<file path="config.mk">
export PLATFORM = sky130hd
export DESIGN_NAME = bba_ctrl
export DESIGN_NICKNAME = d
export VERILOG_FILES = /design/src/bba_pkg.sv /design/src/bba_ctrl.sv
export VERILOG_INCLUDE_DIRS = /design/src /design/src/src
export SDC_FILE = /design/constraint.sdc
export NUM_CORES = 1
export LEC_CHECK = 0
export ABC_CLOCK_PERIOD_IN_PS = 2000
export BUFFER_PORTS_ARGS = -buffer_cell sky130_fd_sc_hd__buf_4
export CORE_MARGIN = 3
export CORE_UTILIZATION = 35
export CTS_BUF_LIST = sky130_fd_sc_hd__clkbuf_8
export DETAILED_ROUTE_END_ITERATION = 8
export GPL_ROUTABILITY_DRIVEN = 0
export PLACE_DENSITY = 0.65
export SLEW_MARGIN = 20
export SYNTH_ARGS = -nofsm -noshare
export SYNTH_HDL_FRONTEND = slang
export SYNTH_SLANG_ARGS = --single-unit
</file>
<file path="constraint.sdc">
create_clock -name clk -period 2 [get_ports clk]
set_input_delay 0.1 -clock clk [delete_from_list [all_inputs] [get_ports clk]]
set_output_delay 0.1 -clock clk [all_outputs]
set_load 0.01 [all_outputs]
</file>
<file path="src/buddy_block_allocator_unit_assert.svh">
// Assertion macros used by the buddy allocator controller.
// Each macro expects signals named clk and rst in the using scope.
`ifndef BUDDY_BLOCK_ALLOCATOR_UNIT_ASSERT_SVH
`define BUDDY_BLOCK_ALLOCATOR_UNIT_ASSERT_SVH

// Same-cycle implication.
`define BBA_ASSERT_NOW(label, ante, cons, msg) \
  label: assert property (@(posedge clk) disable iff (rst) (ante) |-> (cons)) \
    else $error(msg);

// Next-cycle implication.
`define BBA_ASSERT_NEXT(label, ante, cons, msg) \
  label: assert property (@(posedge clk) disable iff (rst) (ante) |=> (cons)) \
    else $error(msg);

`endif

</file>
<file path="src/bba_pkg.sv">
`timescale 1ns / 1ps
// ----------------------------------------------------------------------------
// bba_pkg
// Types and constants shared by the buddy allocator controller and datapath.
// ----------------------------------------------------------------------------
package bba_pkg;

  localparam int ADDR_W = 64;
  localparam int ORD_W  = 6;
  localparam int CIDX_W = 2;

  localparam logic [CIDX_W-1:0] REG_POOL_BASE = 2'd0;
  localparam logic [CIDX_W-1:0] REG_POOL_LOG  = 2'd1;
  localparam logic [CIDX_W-1:0] REG_BLK_LOG   = 2'd2;

  localparam logic ACT_ALLOC = 1'b0;
  localparam logic ACT_FREE  = 1'b1;

  localparam logic [ORD_W-1:0] POOL_LOG_RST = 6'd14;
  localparam logic [ORD_W-1:0] BLK_LOG_RST  = 6'd4;

  typedef enum logic [1:0] {
    ST_OK        = 2'd0,
    ST_NO_FREE   = 2'd1,
    ST_BAD_ORDER = 2'd2,
    ST_BAD_FREE  = 2'd3
  } status_t;

  typedef enum logic [1:0] {
    RS_HEAD,
    RS_ID,
    RS_BUDDY
  } rsel_t;

  typedef enum logic [3:0] {
    S_CLEAR,
    S_IDLE,
    S_CHECK,
    S_SCAN,
    S_AUNLINK,
    S_SPLIT,
    S_PUSH1,
    S_PUSH2,
    S_FRD,
    S_FTAG,
    S_BRD,
    S_BEVAL,
    S_DONE
  } ctrl_state_t;

  typedef struct packed {
    logic    load;
    logic    clear_step;
    logic    k_want;
    logic    k_inc;
    logic    k_dec;
    logic    id_rel;
    logic    id_head;
    logic    id_merge;
    logic    hid_half;
    logic    hid_id;
    rsel_t   rsel;
    logic    unlink;
    logic    unlink_buddy;
    logic    push1;
    logic    push2;
    logic    set_status;
    status_t code;
    logic    out_load;
  } dp_cmd_t;

  typedef struct packed {
    logic is_free;
    logic req_bad;
    logic addr_bad;
    logic head_nil;
    logic k_lt_top;
    logic k_gt_want;
    logic tag_set;
    logic merge_ok;
    logic clr_last;
    logic out_busy;
  } dp_sts_t;

endpackage

</file>
<file path="src/bba_ctrl.sv">
`timescale 1ns / 1ps
// ----------------------------------------------------------------------------
// bba_ctrl
// Sequencer for allocate (scan, unlink, split) and free (check, merge, push).
// ----------------------------------------------------------------------------
module bba_ctrl (
  input  logic             clk,
  input  logic             rst,
  input  logic             in_valid,
  output logic             in_stall,
  input  bba_pkg::dp_sts_t sts,
  output bba_pkg::dp_cmd_t cmd
);
  import bba_pkg::*;

  `include "buddy_block_allocator_unit_assert.svh"

  ctrl_state_t state;
  ctrl_state_t state_next;

  always_ff @(posedge clk) begin
    if (rst) begin
      state <= S_CLEAR;
    end else begin
      state <= state_next;
    end
  end

  always_comb begin
    state_next = state;
    case (state)
      S_CLEAR:   if (sts.clr_last) state_next = S_IDLE;
      S_IDLE:    if (in_valid) state_next = S_CHECK;
      S_CHECK: begin
        if (sts.req_bad) state_next = S_DONE;
        else if (!sts.is_free) state_next = S_SCAN;
        else if (sts.addr_bad) state_next = S_DONE;
        else state_next = S_FRD;
      end
      S_SCAN: begin
        if (!sts.head_nil) state_next = S_AUNLINK;
        else if (!sts.k_lt_top) state_next = S_DONE;
      end
      S_AUNLINK: state_next = sts.k_gt_want ? S_SPLIT : S_DONE;
      S_SPLIT:   state_next = S_PUSH1;
      S_PUSH1:   state_next = S_PUSH2;
      S_PUSH2:   state_next = (!sts.is_free && sts.k_gt_want) ? S_SPLIT : S_DONE;
      S_FRD:     state_next = S_FTAG;
      S_FTAG:    state_next = sts.tag_set ? S_DONE : S_BRD;
      S_BRD:     state_next = sts.k_lt_top ? S_BEVAL : S_PUSH1;
      S_BEVAL:   state_next = sts.merge_ok ? S_BRD : S_PUSH1;
      S_DONE:    if (!sts.out_busy) state_next = S_IDLE;
      default:   state_next = S_CLEAR;
    endcase
  end

  always_comb begin
    cmd      = '0;
    cmd.rsel = RS_ID;
    cmd.code = ST_OK;
    in_stall = state != S_IDLE;
    case (state)
      S_CLEAR: cmd.clear_step = 1'b1;
      S_IDLE:  cmd.load = in_valid;
      S_CHECK: begin
        cmd.k_want = 1'b1;
        if (sts.req_bad) begin
          cmd.set_status = 1'b1;
          cmd.code       = ST_BAD_ORDER;
        end else if (sts.is_free && sts.addr_bad) begin
          cmd.set_status = 1'b1;
          cmd.code       = ST_BAD_FREE;
        end else if (sts.is_free) begin
          cmd.id_rel = 1'b1;
        end
      end
      S_SCAN: begin
        if (!sts.head_nil) begin
          cmd.id_head = 1'b1;
          cmd.rsel    = RS_HEAD;
        end else if (sts.k_lt_top) begin
          cmd.k_inc = 1'b1;
        end else begin
          cmd.set_status = 1'b1;
          cmd.code       = ST_NO_FREE;
        end
      end
      S_AUNLINK: begin
        cmd.unlink     = 1'b1;
        cmd.set_status = !sts.k_gt_want;
      end
      S_SPLIT: begin
        cmd.k_dec    = 1'b1;
        cmd.hid_half = 1'b1;
      end
      S_PUSH1: cmd.push1 = 1'b1;
      S_PUSH2: begin
        cmd.push2      = 1'b1;
        cmd.set_status = sts.is_free || !sts.k_gt_want;
      end
      S_FRD: cmd.rsel = RS_ID;
      S_FTAG: begin
        if (sts.tag_set) begin
          cmd.set_status = 1'b1;
          cmd.code       = ST_BAD_FREE;
        end
      end
      S_BRD: begin
        if (sts.k_lt_top) cmd.rsel = RS_BUDDY;
        else cmd.hid_id = 1'b1;
      end
      S_BEVAL: begin
        if (sts.merge_ok) begin
          cmd.unlink       = 1'b1;
          cmd.unlink_buddy = 1'b1;
          cmd.id_merge     = 1'b1;
          cmd.k_inc        = 1'b1;
        end else begin
          cmd.hid_id = 1'b1;
        end
      end
      S_DONE: cmd.out_load = !sts.out_busy;
      default: ;
    endcase
  end

  `BBA_ASSERT_NEXT(a_accept_check, in_valid && !in_stall, state == S_CHECK,
    "accepted item did not enter the check step")
  `BBA_ASSERT_NEXT(a_merge_loop, state == S_BEVAL && sts.merge_ok, state == S_BRD,
    "merge did not continue with the next buddy")
  `BBA_ASSERT_NOW(a_clear_quiet, state == S_CLEAR, in_stall && !cmd.out_load && !cmd.load,
    "activity during the clearing pass")

endmodule

</file>
### Word level (Yosys, flattened, before mapping)

Index checks and enable logic that the tools add are counted.

* shift operators: 0
* reduce and logical (&&, ||, !) cells: 8
* equality and inequality tests: 17
* $add $sub $neg: 0
* bitwise logic cells: 0
* div/mod/pow operators: 0
* multipliers: 0
* order comparisons: 0
* mux-type cells: 48

Operators by type and width (number)
* 4-bit case mux with 13 select lines: 1
* 4-bit 2-to-1 mux: 11
* 1-bit 2-to-1 mux: 21
* 3-bit 2-to-1 mux: 7
* 4-bit equality test (second input constant): 5
* 4-bit by 3-bit equality test with 1-bit output (second input constant): 4
* 4-bit by 2-bit equality test with 1-bit output (second input constant): 2
* 2-bit inequality test (second input constant): 3
* 1-bit case mux with 2 select lines: 3
* 2-bit case mux with 3 select lines: 1
* 1-bit case mux with 5 select lines: 1
* 4-bit by 1-bit equality test with 1-bit output (second input constant): 1
* 4-bit zero test: 1
* 2-bit 2-to-1 mux: 2
* 4-bit by 1-bit inequality test with 1-bit output (second input constant): 1
* 2-bit case mux with 2 select lines: 1
* 4-bit AND reduction: 1
* 1-bit zero test: 3
* 3-bit inequality test (second input constant): 1
* 1-bit logical AND: 2
* 1-bit logical OR: 1

* memory bits (read-only): 0
* memories: 0
* output and inout bits: 21
* memory bits (writable): 0
* logic and storage cells: 74
* bits in latches: 0
* flip-flop bits (word level): 4
* input bits: 13

### Longest topological paths before layout

Gate-level depths: netlist of the first run.

* depth after elaboration: 4
* mapped depth: 7
* mapped depth without buffers: 5

### Worst setup path after synthesis of the first run

OpenSTA, ideal clock, no wires.

* path type: reg2reg
* start point: reg state[2]
* end point: reg state[0]
* setup time: 0.117 ns
* data arrival time: 1.501 ns
* stages on the path, launching flop included: 8
* period minus slack after synthesis: 1.618 ns
* required time: 1.883 ns
* buffers on the path: 2
* slack: 0.382 ns
* path through: dfxtp_1 > buf_6 > or2_1 > buf_6 > or4_4 > o311ai_4 > o21bai_2 > a21oi_2

* cells in the longest elaborated chain, start to end: 3
* elaborated cells between the ends (all ways): 19
* those cells by class: 16 x eq/ne; 1 x mux; 2 x reduce/logical

RTL lines
* from (decl): line bba_ctrl.sv:18 `ctrl_state_t state;`
* from (signal assigned): line bba_ctrl.sv:25 `state <= state_next;`
* 4-bit by 2-bit equality test with 1-bit output (tied with other cells): line bba_ctrl.sv:31 `case (state)`
* 3-bit inequality test (no source line) / 2-bit inequality test (equally long branches)
* 4-bit AND reduction (no source line)

Parallel ways exist; a longest one is shown, timed or not.
A chain may end at the register's enable or synchronous reset.

==> flow_summary.ini, run 1 <==
[placement]
place_worst_setup_slack_ns = 0.315
hpwl_um = 1530
portBuffers = 33

[timing]
fin_setup_tns_ns = 0
max_slew.worst_pin.slew_ns = 0.434
clock_skew_ns = 0.000412
fin_ws_ns = 0.203
hold_viol_final = 0
timing.fmax_mhz = 556
maxSlewViolCount = 0
rsz0062_at_grt = no
setup_violations = 0
period_minus_slack_ns = 1.80
relSlewSlack = 0.710
fin_crit_sh = 0.899
fin_hold_ws_ns = 0.0702

[cts]
clock-sinks = 4
clk_path_buf_depth = 2
cts_resized = 0
cts_max_level = 1
root_buffer = clkbuf_8
clk_pin_slew_ns = 0.03
clk_latency_ns = 0.22
cts_tree = yes
cts_made_buffers = 3
post_cts_buffers = 0
holdBufCountCts = 0

[grt]
grt_pass1_wl_um = 3040
grt_max_degree = 12
groute.usage.overall = 0.183
grt_pass1_vias = 692
overflow = 0
antenna_found_initial = 0

[synth]
ys_seq_area_frac = 0.129
ys_ff_latch = 4
syn_nets = 106
avgSynthCellArea_sq_um = 6.66
synth_largest_area_cell = dfxtp_1
syn_area_sq_um = 619
synth_cell_types = 38
synthFlopType = dfxtp_1
syn_inst = 93
synth-edff-count = 0
async_flop_share = 0
yosys_warnings = 0
synth_top_area_share = 0.129
synthTopCellsByArea = dfxtp_1 13%, nor2_1 8.5%, nand2_1 6.7%

[floorplanning]
rows = 14
die_y_um = 48.1
die_area_sq_mm = 0.00231
start_util = 0.393
design.core.area_sq_mm = 0.00158
top_level_ports = 34
die_w_um = 48.1

[cells_and_area]
final_common_cell = buf_4
regMostFlops = state
area_growth_pct = 43.6
final_util = 0.564
antenna_cells = 0
fillers = 174
reg.largest.list = state: 4 flops
mostFrequentLayoutCells = 36 x buf_4, 14 x nor2_1, 11 x nand2_1
final_layout_size_suffix_gt1_frac = 0.379
largest_reg_flops = 4
nets = 139

[route]
route.detailed.drc = 0
first_pass_iters = 4
wire_per_inst_um = 13.7
via_count = 772
ant_nets = 0
viasPerCell = 5.51
drt_iter0_markers = 19
finalWirelength_um = 1920

[run]
max-cap-violations = 0

[worst_setup_path]
crit_required_ns = 1.90
crit_fanout = 9
path_buf_inv = 1
crit_chain = or2_1 > or4_4 > nand2_1 > buf_4
critPathTopFamily = simple AND/OR/NAND/NOR gates
cpMaxStageDelayCell = or4_4
critPathMaxStageDelay_ns = 0.50
crit_arrival_ns = 1.70
cp-end-kind = primary output
critPathKind = reg2out
start_kind = flop

[outcome]
status = finished clean

[min_path]
hp-class = in2reg

[power_and_ir_drop]
power_mw = 0.536
p_leak_nw = 0.423
powerDensity_mw_per_mm2 = 602
ir_drop_uv = 396
cell type report:
class | instances | area [sq um] | area share
Clock buffer | 3 | 41.3 | 0.0464
Timing Repair Buffer | 36 | 270 | 0.304
Inverter | 6 | 22.5 | 0.0253
Tap cell | 16 | 20.0 | 0.0225
Multi-Input combinational cell | 75 | 455 | 0.512
Sequential cell | 4 | 80.1 | 0.0900
Yosys cell counts, types with 2 or more instances:
cell type	instances
a211oi_1	2
a21oi_1	4
a31oi_1	2
and3_1	2
buf_4	2
buf_6	3
clkbuf_1	2
dfxtp_1	4
inv_1	6
nand2_1	11
nor2_1	14
nor2b_1	3
nor3_1	4
o21ai_0	7
o21bai_2	2
o31ai_1	2
or2_1	2
logic make-up (layout without fill, tap and decap cells):
logic type      after synthesis  in the layout  share of synthesized area
compound gates               28             28                      0.343
simple gates                 45             45                      0.358
mux                           2              2                     0.0343
buf+inv                      14             45                      0.135
flops                         4              4                      0.129
power breakdown:
group	total, mW	leakage (nW)	switching [mW]	internal (mW)
Sequential	0.110	0.0326	0.0201	0.0900
Combinational	0.255	0.369	0.132	0.123
Clock	0.171	0.0216	0.0423	0.128
routing by layer:
layer / track usage / up-vias / routed length (um) / part of all wire
met2: 0.266 / 37 / 812 / 0.42
met3: 0.0338 / 4 / 146 / 0.076
met5: 0 / - / 0 / 0
met1: 0.263 / 342 / 924 / 0.48
li1: - / 389 / - / -
met4: 0.0699 / 0 / 33 / 0.017
worst paths after layout:
check / startpoint / end / slack, ns / depth (start not counted)
setup / recovery: state[2] / cmd[16] / 0.20 / 4
hold / removal: rst / state[0] / 0.07 / 2
setup reg to reg: state[2] / state[0] / 0.30 / 5
hold reg to reg: state[0] / state[0] / 0.63 / 2
metrics by stage:
stage	instance area [sq um]	cells
floorplan	619	93
global placement	848	137
detailed placement	848	137
CTS	890	140
global route	890	140
finish	890	140
Power figures use the tool's default switching activity.
==> inputs of run 2 (changes only) <==
--- a/config.mk
+++ b/config.mk
@@ -8,12 +8,12 @@
 export LEC_CHECK = 0
 export ABC_CLOCK_PERIOD_IN_PS = 2000
 export BUFFER_PORTS_ARGS = -buffer_cell sky130_fd_sc_hd__buf_4
-export CORE_MARGIN = 3
 export CORE_UTILIZATION = 35
 export CTS_BUF_LIST = sky130_fd_sc_hd__clkbuf_8
+export CTS_CLUSTER_SIZE = 30
 export DETAILED_ROUTE_END_ITERATION = 8
 export GPL_ROUTABILITY_DRIVEN = 0
-export PLACE_DENSITY = 0.65
+export PLACE_DENSITY = 0.63
 export SLEW_MARGIN = 20
 export SYNTH_ARGS = -nofsm -noshare
 export SYNTH_HDL_FRONTEND = slang
==> flow_summary.ini, run 2 (same netlist as run 1, synthesis figures left out) <==
[route]
via_count = 775
first_pass_iters = 7
ant_nets = 0
route.detailed.drc = 0
viasPerCell = 5.58
finalWirelength_um = 1830
wire_per_inst_um = 13.1
drt_iter0_markers = 27

[floorplanning]
top_level_ports = 34
design.core.area_sq_mm = 0.00158
die_y_um = 44.1
start_util = 0.393
rows = 14
die_w_um = 44.1
die_area_sq_mm = 0.00194

[worst_setup_path]
critPathKind = reg2out
crit_required_ns = 1.90
crit_arrival_ns = 1.77
start_kind = flop
crit_fanout = 13
cp-end-kind = primary output

[outcome]
status = finished clean

[power_and_ir_drop]
p_int_mw = 0.340
pwr-share-seq = 0.208
combPwrFrac = 0.473
p_leak_nw = 0.417
power.switching_mw = 0.192
clkPwrFrac = 0.319
power_mw = 0.532
power_switching_share = 0.361
ir_drop_uv = 305
powerDensity_mw_per_mm2 = 603

[timing]
maxSlewViolCount = 0
fin_crit_sh = 0.933
period_minus_slack_ns = 1.87
rsz0062_at_grt = no
hold_viol_final = 0
relSlewSlack = 0.735
setup_violations = 0
fin_setup_tns_ns = 0
fin_hold_ws_ns = 0.0723
timing.fmax_mhz = 536
max_slew.worst_pin.slew_ns = 0.396
clock_skew_ns = 0.00176
fin_ws_ns = 0.135

[run]
max-cap-violations = 0

[placement]
hpwl_um = 1490
place_worst_setup_slack_ns = 0.241
portBuffers = 33

[grt]
grt_max_degree = 14
grt_pass1_wl_um = 2920
grt_pass1_vias = 661
antenna_found_initial = 0
groute.usage.overall = 0.201
overflow = 0

[cells_and_area]
antenna_cells = 0
regMostFlops = state
mostFrequentLayoutCells = 35 x buf_4, 14 x nor2_1, 11 x nand2_1
final_layout_size_suffix_gt1_frac = 0.374
area_growth_pct = 42.4
nets = 138
reg.largest.list = state: 4 flops
largest_reg_flops = 4
final_common_cell = buf_4

[cts]
clk_latency_ns = 0.22
clk_path_buf_depth = 2
root_buffer = clkbuf_8
cts_max_level = 1
holdBufCountCts = 0
cts_resized = 0
cts_made_buffers = 3
post_cts_buffers = 0
clock-sinks = 4
clk_pin_slew_ns = 0.03
cts_tree = yes

[min_path]
hp-class = in2reg
==> run 2: changes by cell type in the layout (fill, tap and decap cells not counted) <==
cell	previous run	this run
buf_4	36	35
==> run 2: final cells by class <==
type	count	area [sq um]
clock buffer	3	41.3
fill	165	694
inverter	6	22.5
multi-input combinational	75	455
sequential	4	80.1
tap	16	20.0
timing repair buffer	35	263
==> run 2: through the flow <==
stage | utilization | instance area (sq um) | std cells
3_3_place_gp | 0.533 | 841 | 136
6_report | 0.560 | 882 | 139
5_1_grt | 0.560 | 882 | 139
3_5_place_dp | 0.533 | 841 | 136
4_1_cts | 0.560 | 882 | 139
2_1_floorplan | - | 619 | 93
==> run 2: path summary, 6_finish.rpt <==
path	start	to	slack (ns)	cells past startpoint
worst max register to register	state[3]	state[0]	0.19	5
worst max-delay path	state[3]	cmd[16]	0.13	4
worst min register to register	state[0]	state[0]	0.62	2
worst min-delay path	rst	state[0]	0.07	2
==> run 2: critical path, cell delays in order (launching register included) <==
cell,delay [ns]
dfxtp_1,0.41
or2_1,0.41
or4_4,0.50
nand2_1,0.10
buf_4,0.12
==> run 2: layer usage <==
layer  wire (um)  share of wire  up-vias  GRT usage
met5           0              0        -          0
met4           0              0        0     0.0606
met3         151          0.083        0     0.0327
met2         903           0.49       36      0.338
met1         772           0.42      352      0.263
li1            -              -      387          -
==> run 2: power groups by stage <==
stage | Sequential (mW) | Clock (mW) | Combinational (mW)
after global placement | 0.111 | 0 | 0.251
after CTS | 0.110 | 0.170 | 0.253
after global routing | 0.113 | 0.172 | 0.275
after detailed placement | 0.111 | 0 | 0.251
final | 0.111 | 0.170 | 0.252
after floorplan | 0.0953 | 0 | 0.190
==> inputs of run 3 (changes only) <==
--- a/config.mk
+++ b/config.mk
@@ -13,7 +13,7 @@
 export CTS_CLUSTER_SIZE = 30
 export DETAILED_ROUTE_END_ITERATION = 8
 export GPL_ROUTABILITY_DRIVEN = 0
-export PLACE_DENSITY = 0.63
+export PLACE_DENSITY = 0.67
 export SLEW_MARGIN = 20
 export SYNTH_ARGS = -nofsm -noshare
 export SYNTH_HDL_FRONTEND = slang
==> constraint.sdc (replaced) <==
create_clock -name clk -period 2 [get_ports clk]
set_input_delay 0.5 -clock clk [delete_from_list [all_inputs] [get_ports clk]]
set_output_delay 0.5 -clock clk [all_outputs]
set_load 0.01 [all_outputs]
==> flow_summary.ini, run 3 (same netlist as run 1, synthesis figures left out) <==
[cells_and_area]
design_area_sq_um = 970
nets = 145
largest_reg_flops = 4
fillers = 142
final_util = 0.615
final_common_cell = buf_4
final_layout_size_suffix_gt1_frac = 0.492
regMostFlops = state
area_growth_pct = 56.6
reg.largest.list = state: 4 flops
mostFrequentLayoutCells = 42 x buf_4, 13 x nor2_1, 10 x nand2_1
register_area_sq_um = 90.1
antenna_cells = 0
multi_input_area_sq_um = 480

[floorplanning]
top_level_ports = 34
start_util = 0.393
rows = 14
die_w_um = 44.1
design.core.area_sq_mm = 0.00158
die_y_um = 44.1
die_area_sq_mm = 0.00194

[placement]
portBuffers = 33
placed_cell_area_sq_um = 893
hpwl_um = 1500
place_worst_setup_slack_ns = 0.126

[grt]
groute.usage.overall = 0.194
grt_max_degree = 11
top_usage_layer = met2
grt_pass1_vias = 698
use_met1 = 0.257
use_met3 = 0.0245
grt_pass1_wl_um = 2940
antenna_found_initial = 0
overflow = 0
gr-usage-met2 = 0.332

[timing]
rsz0062_at_grt = yes
hold_viol_final = 0
clock_skew_ns = 0.00152
relSlewSlack = 0.809
maxSlewViolCount = 0
fin_ws_ns = 0.0355
timing.fmax_mhz = 509
fin_hold_ws_ns = 0.471
max_slew.worst_pin.slew_ns = 0.286
fin_crit_sh = 0.982
period_minus_slack_ns = 1.96
setup_violations = 0

[route]
route.detailed.drc = 3
via_count = 804
ant_nets = 0
viasPerCell = 5.51
drt_iter0_markers = 23
finalWirelength_um = 1830
first_pass_iters = 6
wire_per_inst_um = 12.5

[worst_setup_path]
r2r-start = state[2]
start_kind = flop
r2r-end = state[0]
crit_required_ns = 1.50
critPathKind = reg2out
reg2reg_depth = 6
r2r_setup_slack_ns = 0.34
crit_fanout = 6
cp-end-kind = primary output
crit_arrival_ns = 1.46

[min_path]
hp-class = in2reg
min_from = rst
whs_path_depth = 2
hold_path_end = state[0]

[outcome]
violations = design-rule violations
status = complete, but fails checks

[power_and_ir_drop]
p_leak_nw = 0.459
powerDensity_mw_per_mm2 = 588
ir_drop_uv = 317

[cts]
root_buffer = clkbuf_8
holdBufCountCts = 0
clk_path_buf_depth = 2
clk_pin_slew_ns = 0.03
cts_made_buffers = 3
clock-sinks = 4
cts_max_level = 1
clk_latency_ns = 0.21
cts_tree = yes

[run]
max-cap-violations = 0
-- run 3: through the flow --
| step | instances | power [mW] | setup TNS, ns |
|---|---|---|---|
| 2_1_floorplan | 93 | 0.286 | 0 |
| 3_3_place_gp | 143 | 0.390 | 0 |
| 3_5_place_dp | 143 | 0.390 | 0 |
| 4_1_cts | 146 | 0.562 | 0 |
| 5_1_grt | 146 | 0.608 | -0.000932 |
| 6_report | 146 | 0.570 | 0 |
-- run 3: worst max-delay path by stage --
stage / start / to / slack (ns) / cells past startpoint
5_1_grt: state[2] / cmd[16] / -0.0009 / 4
3_3_place_gp: sts[5] / cmd[16] / 0.14 / 5
4_1_cts: state[0] / cmd[3] / 0.006 / 7
2_1_floorplan: state[2] / cmd[1] / 0.14 / 6
3_5_place_dp: sts[5] / cmd[16] / 0.13 / 5
6_report: state[2] / cmd[16] / 0.04 / 4
-- run 3: worst max-delay path, cell delays in order (launching register included) --
cell and delay [ns]:
dfxtp_2 0.34, or2_4 0.28, or4_4 0.44, nand2_2 0.08
buf_4 0.11
-- run 3: per-layer routing --
| metal | routed length (um) | share of wire |
|---|---|---|
| met1 | 814 | 0.45 |
| met2 | 902 | 0.49 |
| met3 | 90 | 0.049 |
| met4 | 20 | 0.011 |
| met5 | 0 | 0 |
-- run 3: report_power, final --
group          switching (mW)  internal, mW  leakage (nW)
sequential             0.0188        0.0934        0.0350
combinational           0.142         0.150         0.402
clock                  0.0375         0.128        0.0216
-- run 3: timing repair --
item                                    CTS  global route
endpoints found under the setup margin    3            10
buffers inserted                          0             0
cloned                                    0             0
pin swaps                                 0             1
gates resized for setup                   2            11
-- run 3: final cells by class --
type | count | area share
Timing Repair Buffer | 42 | 0.325
Tap cell | 16 | 0.0206
Sequential cell | 4 | 0.0929
Clock buffer | 3 | 0.0426
Inverter | 6 | 0.0232
Multi-Input combinational cell | 75 | 0.495
